--- src/sv/rwfm_pkg.sv ---
// Shared types, limit tables and conversion helpers for the rail window fault monitor.
package rwfm_pkg;

  localparam int RAIL_COUNT_DEF = 18;
  localparam int RAIL_W         = 5;
  localparam int SAMPLE_W       = 16;
  localparam int MASK_W         = 18;
  localparam int CNT_W          = 2;
  localparam int CONV_W         = 12;
  localparam int APB_AW         = 2;
  localparam int APB_DW         = 32;

  localparam logic [MASK_W-1:0] MASK_RESET = MASK_W'(63);
  localparam logic [APB_AW-1:0] ADDR_ENABLE_MASK = APB_AW'(0);

  localparam logic [RAIL_W-1:0] TEMP_FIRST = RAIL_W'(2);
  localparam logic [RAIL_W-1:0] TEMP_LAST  = RAIL_W'(5);

  localparam logic [CNT_W-1:0] CNT_NONE  = CNT_W'(0);
  localparam logic [CNT_W-1:0] CNT_ONE   = CNT_W'(1);
  localparam logic [CNT_W-1:0] CNT_TWO   = CNT_W'(2);
  localparam logic [CNT_W-1:0] CNT_THREE = CNT_W'(3);

  typedef struct packed {
    logic [CNT_W-1:0]    count;
    logic                fault;
    logic [SAMPLE_W-1:0] cap_one;
    logic [SAMPLE_W-1:0] cap_two;
    logic [SAMPLE_W-1:0] cap_three;
  } strike_t;

  function automatic logic [SAMPLE_W-1:0] upper_limit(input logic [RAIL_W-1:0] rail);
    logic [SAMPLE_W-1:0] v;
    case (rail)
      5'd0:  v = 16'd906;
      5'd1:  v = 16'd1557;
      5'd2,
      5'd3,
      5'd4,
      5'd5:  v = 16'd800;
      5'd6,
      5'd7:  v = 16'd10000;
      5'd8:  v = 16'd3414;
      5'd9:  v = 16'd1596;
      5'd10: v = 16'd4095;
      5'd11: v = 16'd4286;
      5'd12: v = 16'd10000;
      5'd13,
      5'd14: v = 16'd4095;
      5'd15: v = 16'd3686;
      5'd16: v = 16'd3494;
      5'd17: v = 16'd2720;
      default: v = '0;
    endcase
    return v;
  endfunction

  function automatic logic [SAMPLE_W-1:0] lower_limit(input logic [RAIL_W-1:0] rail);
    logic [SAMPLE_W-1:0] v;
    case (rail)
      5'd0:  v = 16'd596;
      5'd1:  v = 16'd1464;
      5'd2,
      5'd3,
      5'd4,
      5'd5:  v = 16'd7872;
      5'd8:  v = 16'd2792;
      5'd9:  v = 16'd1306;
      5'd10: v = 16'd3350;
      5'd11: v = 16'd3507;
      5'd13,
      5'd14: v = 16'd3350;
      5'd15: v = 16'd3015;
      5'd16: v = 16'd2859;
      5'd17: v = 16'd2023;
      default: v = '0;
    endcase
    return v;
  endfunction

  // floor(upper / 10), the top of the near-zero window
  function automatic logic [SAMPLE_W-1:0] near_zero_limit(input logic [RAIL_W-1:0] rail);
    logic [SAMPLE_W-1:0] v;
    case (rail)
      5'd0:  v = 16'd90;
      5'd1:  v = 16'd155;
      5'd2,
      5'd3,
      5'd4,
      5'd5:  v = 16'd80;
      5'd6,
      5'd7:  v = 16'd1000;
      5'd8:  v = 16'd341;
      5'd9:  v = 16'd159;
      5'd10: v = 16'd409;
      5'd11: v = 16'd428;
      5'd12: v = 16'd1000;
      5'd13,
      5'd14: v = 16'd409;
      5'd15: v = 16'd368;
      5'd16: v = 16'd349;
      5'd17: v = 16'd272;
      default: v = '0;
    endcase
    return v;
  endfunction

  // Sensor word to degrees/16: fold 13-bit two's complement, divide by 16 toward zero.
  function automatic logic signed [CONV_W-1:0] temp_conv(input logic [SAMPLE_W-1:0] w);
    logic signed [SAMPLE_W:0] v;
    logic signed [SAMPLE_W:0] r;
    v = signed'({w[SAMPLE_W-1], w});
    if (v >= 17'sd4096) begin
      v = v - 17'sd8192;
    end
    if (v < 17'sd0) begin
      r = (v + 17'sd15) >>> 4;
    end else begin
      r = v >>> 4;
    end
    return CONV_W'(r);
  endfunction

endpackage

--- src/sv/rwfm_window.sv ---
// Window check of one sample against its rail's active limits.
module rwfm_window
  import rwfm_pkg::*;
(
  input  logic [RAIL_W-1:0]   rail,
  input  logic [SAMPLE_W-1:0] sample,
  input  logic                full_check,
  output logic                ok
);

  logic [SAMPLE_W-1:0]      hi;
  logic [SAMPLE_W-1:0]      lo;
  logic                     is_temp;
  logic signed [CONV_W-1:0] s_c;
  logic signed [CONV_W-1:0] hi_c;
  logic signed [CONV_W-1:0] lo_c;

  always_comb begin
    hi      = full_check ? upper_limit(rail) : near_zero_limit(rail);
    lo      = full_check ? lower_limit(rail) : '0;
    is_temp = (rail >= TEMP_FIRST) && (rail <= TEMP_LAST);
    s_c     = temp_conv(sample);
    hi_c    = temp_conv(hi);
    lo_c    = temp_conv(lo);
    if (is_temp) begin
      ok = (s_c <= hi_c) && (s_c >= lo_c);
    end else begin
      ok = (sample <= hi) && (sample >= lo);
    end
  end

endmodule

--- src/sv/rwfm_rail_state.sv ---
// Per-rail strike counters and sample captures with read-modify-write update.
module rwfm_rail_state
  import rwfm_pkg::*;
#(
  parameter int RAIL_COUNT = RAIL_COUNT_DEF
) (
  input  logic                clk,
  input  logic                rst,
  input  logic                wr_en,
  input  logic                in_range,
  input  logic [RAIL_W-1:0]   rail,
  input  logic [SAMPLE_W-1:0] sample,
  input  logic                ok,
  output strike_t             res
);

  localparam int IDX_W = (RAIL_COUNT > 1) ? $clog2(RAIL_COUNT) : 1;

  logic [CNT_W-1:0]    counts    [RAIL_COUNT];
  logic [SAMPLE_W-1:0] cap_one   [RAIL_COUNT];
  logic [SAMPLE_W-1:0] cap_two   [RAIL_COUNT];
  logic [SAMPLE_W-1:0] cap_three [RAIL_COUNT];

  logic [IDX_W-1:0]    idx;
  logic [CNT_W-1:0]    cnt;
  logic                strike;

  // Captures carry no reset: an entry is only ever read once its count covers it.
  always_comb begin
    idx           = in_range ? rail[IDX_W-1:0] : '0;
    cnt           = counts[idx];
    strike        = !ok && (cnt != CNT_THREE);
    res.count     = cnt;
    res.fault     = 1'b0;
    res.cap_one   = (cnt >= CNT_ONE)   ? cap_one[idx]   : '0;
    res.cap_two   = (cnt >= CNT_TWO)   ? cap_two[idx]   : '0;
    res.cap_three = (cnt == CNT_THREE) ? cap_three[idx] : '0;
    if (strike) begin
      res.count = cnt + CNT_ONE;
      case (cnt)
        CNT_NONE: res.cap_one   = sample;
        CNT_ONE:  res.cap_two   = sample;
        default: begin
          res.cap_three = sample;
          res.fault     = 1'b1;
        end
      endcase
    end
  end

  always_ff @(posedge clk) begin
    if (rst) begin
      for (int i = 0; i < RAIL_COUNT; i++) begin
        counts[i] <= CNT_NONE;
      end
    end else if (wr_en && in_range && strike) begin
      counts[idx] <= res.count;
    end
  end

  always_ff @(posedge clk) begin
    if (wr_en && in_range && strike) begin
      case (cnt)
        CNT_NONE: cap_one[idx]   <= sample;
        CNT_ONE:  cap_two[idx]   <= sample;
        default:  cap_three[idx] <= sample;
      endcase
    end
  end

endmodule

--- src/sv/rail_window_fault_monitor.sv ---
// Top level of the rail window fault monitor: handshake, register port, result stage.
//
// Each input word names a rail and carries one 16-bit sample. The sample is
// checked against the rail's window (full limits when its enable_mask bit is
// set, 0..upper/10 otherwise; rails 2-5 compare converted temperatures).
// A failing sample under three strikes adds one and is captured; the third
// raises fault with all three captures. One result word leaves for every input word.
//
// Channels: in_valid/in_stall and out_valid/out_stall; a word moves on a
// rising edge with valid high and stall low.
// Path: an accepted input word waits in the input register and moves to the
// result register when that is free. Throughput: one word per cycle while
// out_stall is low, set by the read-modify-write of the rail's strike entry
// between the input register and the result register.
// Stall: when out_stall holds a result, the input register takes one more
// word and then in_stall rises; nothing is lost or repeated.
// Reset (rst, synchronous): all strike counts clear, enable_mask returns to
// 63, both registers empty. Configuration: APB, enable_mask at address 0.
module rail_window_fault_monitor
  import rwfm_pkg::*;
#(
  parameter int RAIL_COUNT = RAIL_COUNT_DEF
) (
  input  logic                clk,
  input  logic                rst,
  // APB register port
  input  logic                psel,
  input  logic                penable,
  input  logic                pwrite,
  input  logic [APB_AW-1:0]   paddr,
  input  logic [APB_DW-1:0]   pwdata,
  output logic [APB_DW-1:0]   prdata,
  output logic                pready,
  // input channel
  input  logic                in_valid,
  output logic                in_stall,
  input  logic [RAIL_W-1:0]   rail_index,
  input  logic [SAMPLE_W-1:0] sample,
  // result channel
  output logic                out_valid,
  input  logic                out_stall,
  output logic                in_bounds,
  output logic [CNT_W-1:0]    strike_count,
  output logic                fault,
  output logic [SAMPLE_W-1:0] first_capture,
  output logic [SAMPLE_W-1:0] second_capture,
  output logic [SAMPLE_W-1:0] third_capture
);

  logic [MASK_W-1:0]   enable_mask;
  logic [31:0]         mask_ext;

  // input register
  logic                held_valid;
  logic [RAIL_W-1:0]   held_rail;
  logic [SAMPLE_W-1:0] held_sample;

  logic                advance;
  logic                load;
  logic                take;
  logic                in_range;
  logic                full_check;
  logic                ok;
  strike_t             st;

  // ---- register port ----
  assign pready = 1'b1;

  always_comb begin
    prdata = '0;
    if (paddr == ADDR_ENABLE_MASK) begin
      prdata = APB_DW'(enable_mask);
    end
  end

  always_ff @(posedge clk) begin
    if (rst) begin
      enable_mask <= MASK_RESET;
    end else if (psel && penable && pwrite && pready && paddr == ADDR_ENABLE_MASK) begin
      enable_mask <= pwdata[MASK_W-1:0];
    end
  end

  // ---- handshake ----
  // Result register frees up when empty or being taken this cycle.
  assign advance  = !out_valid || !out_stall;
  assign load     = held_valid && advance;
  assign in_stall = held_valid && !advance;
  assign take     = in_valid && !in_stall;

  always_ff @(posedge clk) begin
    if (rst) begin
      held_valid <= 1'b0;
    end else if (take) begin
      held_valid <= 1'b1;
    end else if (load) begin
      held_valid <= 1'b0;
    end
  end

  always_ff @(posedge clk) begin
    if (take) begin
      held_rail   <= rail_index;
      held_sample <= sample;
    end
  end

  // ---- check and update ----
  // Rails past bit 17 have no enable bit and always get the near-zero check.
  assign mask_ext   = 32'(enable_mask);
  assign full_check = mask_ext[held_rail];
  assign in_range   = {1'b0, held_rail} < (RAIL_W + 1)'(RAIL_COUNT);

  rwfm_window u_window (
    .rail       (held_rail),
    .sample     (held_sample),
    .full_check (full_check),
    .ok         (ok)
  );

  rwfm_rail_state #(
    .RAIL_COUNT (RAIL_COUNT)
  ) u_rail_state (
    .clk      (clk),
    .rst      (rst),
    .wr_en    (load),
    .in_range (in_range),
    .rail     (held_rail),
    .sample   (held_sample),
    .ok       (ok),
    .res      (st)
  );

  // ---- result register ----
  always_ff @(posedge clk) begin
    if (rst) begin
      out_valid <= 1'b0;
    end else if (advance) begin
      out_valid <= held_valid;
    end
  end

  // Unknown rails report a clean, empty result and touch no state.
  always_ff @(posedge clk) begin
    if (load) begin
      if (in_range) begin
        in_bounds      <= ok;
        strike_count   <= st.count;
        fault          <= st.fault;
        first_capture  <= st.cap_one;
        second_capture <= st.cap_two;
        third_capture  <= st.cap_three;
      end else begin
        in_bounds      <= 1'b1;
        strike_count   <= CNT_NONE;
        fault          <= 1'b0;
        first_capture  <= '0;
        second_capture <= '0;
        third_capture  <= '0;
      end
    end
  end

endmodule
--- config.mk ---
export PLATFORM = sky130hd
export DESIGN_NAME = rail_window_fault_monitor
export DESIGN_NICKNAME = d
export VERILOG_FILES = /design/src/sv/rwfm_pkg.sv /design/src/sv/rwfm_window.sv /design/src/sv/rwfm_rail_state.sv /design/src/sv/rail_window_fault_monitor.sv
export SDC_FILE = /design/constraint.sdc
export NUM_CORES = 1
export LEC_CHECK = 0
export ABC_AREA = 1
export BUFFER_PORTS_ARGS = -buffer_cell sky130_fd_sc_hd__buf_2
export CAP_MARGIN = 20
export CORE_MARGIN = 5
export CORE_UTILIZATION = 56
export CTS_BUF_LIST = sky130_fd_sc_hd__clkbuf_4 sky130_fd_sc_hd__clkbuf_8 sky130_fd_sc_hd__clkbuf_16
export CTS_CLUSTER_DIAMETER = 100
export DETAILED_ROUTE_END_ITERATION = 16
export PLACE_DENSITY = 0.76
export SLEW_MARGIN = 20
export SYNTH_ARGS = -nofsm -noshare
export SYNTH_HDL_FRONTEND = slang
export SYNTH_HIERARCHICAL = 1
export SYNTH_SLANG_ARGS = --single-unit
export TNS_END_PERCENT = 30
--- constraint.sdc ---
create_clock -name clk -period 5.7 [get_ports clk]
set_clock_uncertainty 0.15 [all_clocks]
set_input_delay 0.285 -clock clk [delete_from_list [all_inputs] [get_ports clk]]
set_output_delay 0.285 -clock clk [all_outputs]
set_load 0.05 [all_outputs]
==> results_dict.tcl <==
set metrics [dict create \
    grt_pass1_wl_um 168000 \
    grt_use_total_pct 27.2 \
    tightest_slew_ns 0.961 \
    clock-sinks 1021 \
    final_hold_viol_count 0 \
    hold_ws_ns 0.0429 \
    place_congestion 0.902 \
    finalMaxSlewViolations 0 \
    stdcell_area_um2 48400 \
    routed_via_density 6.25 \
    yosysTopAreaCell "edfxtp_1" \
    final_antenna_net_count 0 \
    num_io_pins 149 \
    io_buffers 119 \
    final_common_cell "edfxtp_1" \
    ys_warn_count 6 \
    worst_r2r_path_depth 30 \
    final_cell_mix "1001 x edfxtp_1, 520 x nand2_1, 346 x o22ai_1, 300 x nor2_1, 207 x nand3_1" \
    num_vias 28619 \
    drv_cap 0 \
    fp.dieH_um 284 \
    fin_crit_sh_pct 95.1 \
    crit_fanout 12 \
    multi_input_area_um2 10100 \
    start_util_pct 56.5 \
    synth_area_leaders "edfxtp_1 71%, o22ai_1 5.1%, nand2_1 4.6%, nor2_1 2.7%, nand3_1 2.5%" \
    ys_types 59 \
    dr.pass1.iters 7 \
    clk_path_buf_depth 3 \
    tns_ns 0 \
    startpoint_type "register" \
    wl_per_cell_um 24.5 \
    core_area_um2 74600 \
    clk_latency_ns 0.66 \
    hold_depth 4 \
    antenna_found_initial 1 \
    grt-ovfl-total 0 \
    die_area_um2 80800 \
    drt_iter0_drc 3802 \
    h-tree-depth 3 \
    crit_slowest_cell "edfxtp_1" \
    regArea_um2 30500 \
    fmax_mhz 184 \
    die_w_um 284 \
    cts_root_buf "clkbuf_16" \
    peakVddDrop_mv 0.273 \
    worst_slack_ns 0.277 \
    cts.clk_slew.worst_paths_ns 0.06 \
    arrival_ns 5.79 \
    maxSlewHeadroom_pct 35.9 \
    layout_min_cycle_time_ns 5.42 \
    nFillCells 5190 \
    post-place-ws_ns 0.235 \
    crit_top_cell "nand2_1" \
    cp-end-kind "register" \
    synth_area_um2 42100 \
    synth_seq_cells 1021 \
    place_area_um2 44600 \
    hpwl_um 63100 \
    leakage_nw 17.1 \
    grt_pass1_vias 27852 \
    powerDensity_nw_per_um2 340 \
    grt_max_degree 163 \
    cts_inserted_buffers 100 \
    synth_top_area_share_pct 71.3 \
    yosysSeqAreaShare_pct 72.3 \
    slowest_delay_ns 0.42 \
    finalSetupViolations 0 \
    min_path_type "primary input to register" \
    status "complete, no violations" \
    worstSetupPathType "register to register" \
    rows 100 \
    remaining_drc_errors 0 \
    synth.avg_cell_area_um2 12.8 \
    routed_wl_um 112000 \
    syn-instance-count 3304 \
    fin_nets 3658 \
    drive_gt1_share_pct 14.1 \
    cts_tree "done" \
    required_ns 6.06 \
    area_growth_pct 14.9 \
]
## routing by layer
layer / up-vias / global-route usage, % / wire length [um] / part of all wire [%]
met3: 262 / 5.25 / 13400 / 12
met4: 0 / 10.8 / 4330 / 3.9
met1: 13923 / 37.6 / 41800 / 37
li1: 12539 / - / - / -
met5: - / 0 / 0 / 0
met2: 1895 / 43.2 / 52700 / 47
## stage by stage
step / power [mW] / std cells / utilization (%)
detailed placement: 9.98 / 4340 / 59.7
global route: 17.0 / 4576 / 64.9
CTS: 16.5 / 4572 / 64.8
floorplan: 9.46 / 3317 / -
global placement: 9.95 / 4340 / 59.7
finish: 16.5 / 4577 / 64.9
## what timing repair did
action                     4_1_cts  5_1_grt
setup buffers                    0        4
setup endpoints to repair        0      969
gates resized for setup          0        7
hold endpoints to repair        41        0
hold buffers                    49        0
## sequential cells by signal, indices dropped and copies added (netlist names), 18 cells and up
name                    cells
enable_mask                18
u_rail_state/cap_three    288
u_rail_state/cap_two      288
u_rail_state/cap_one      288
u_rail_state/counts        64
## cells in the mapped netlist (all sizes together)
master / number
and2: 2
conb: 2
o22a: 13
nand2: 538
ha: 70
o21a: 3
o211a: 1
o2111ai: 1
clkbuf: 52
nand4: 18
or2: 18
a2111oi: 1
nor2: 335
a31oi: 2
a21oi: 51
buf: 131
a21o: 2
and3: 1
o211ai: 6
edfxtp: 1001
o221ai: 1
nand3: 213
nor3: 6
o21bai: 2
o22ai: 346
clkinv: 2
a32o: 2
o21ai: 226
xor2: 6
xnor2: 3
o31ai: 6
inv: 199
dfxtp: 20
a22oi: 19
nand3b: 2
a21boi: 2
o311ai: 1
## power by group
| part | switching, mW | internal [mW] | total, mW |
|---|---|---|---|
| sequential | 0.0222 | 8.32 | 8.34 |
| clock | 2.76 | 3.83 | 6.59 |
| combinational | 1.15 | 0.402 | 1.55 |
## logic make-up after synthesis
family,Yosys count,synth area share (%)
and+or+nand+nor,1133,11.6
DFF,1021,72.3
adders and majority gates,70,2.08
other,2,0.0178
xor gates and xnor gates,9,0.187
AOI/OAI and AO/OA,685,9.67
buffers and inverters,384,4.15
## final timing paths
kind | from | end | slack, ns
max | held_rail[0]$_DFFE_PP_ | third_capture[5]$_SDFFCE_PN0P_ | 0.28
min | paddr[0] | enable_mask[17]$_SDFFE_PP0P_ | 0.04
max reg2reg | held_rail[0]$_DFFE_PP_ | third_capture[5]$_SDFFCE_PN0P_ | 0.28
min reg2reg | enable_mask[6]$_SDFFE_PP0P_ | enable_mask[6]$_SDFFE_PP0P_ | 0.33
## area by class of cell
| cell class | instances | area share (%) |
|---|---|---|
| diodes | 1 | 0.00517 |
| clock buffers | 123 | 5.56 |
| clock inverters | 60 | 1.28 |
| inverters | 201 | 1.58 |
| multi-input cells | 1912 | 20.8 |
| flip-flops and latches | 1021 | 62.9 |
| well taps | 969 | 2.50 |
| repair buffers | 290 | 5.38 |
## critical path, delay by kind of cell, from the launching register on
kind,cells,cell delay [ns]
simple gates,19,2.48
flops,1,0.42
buf+inv,7,1.34
compound gates,3,0.61
fa+ha+maj,1,0.29
Note: power is estimated with default switching activity, not from simulation.
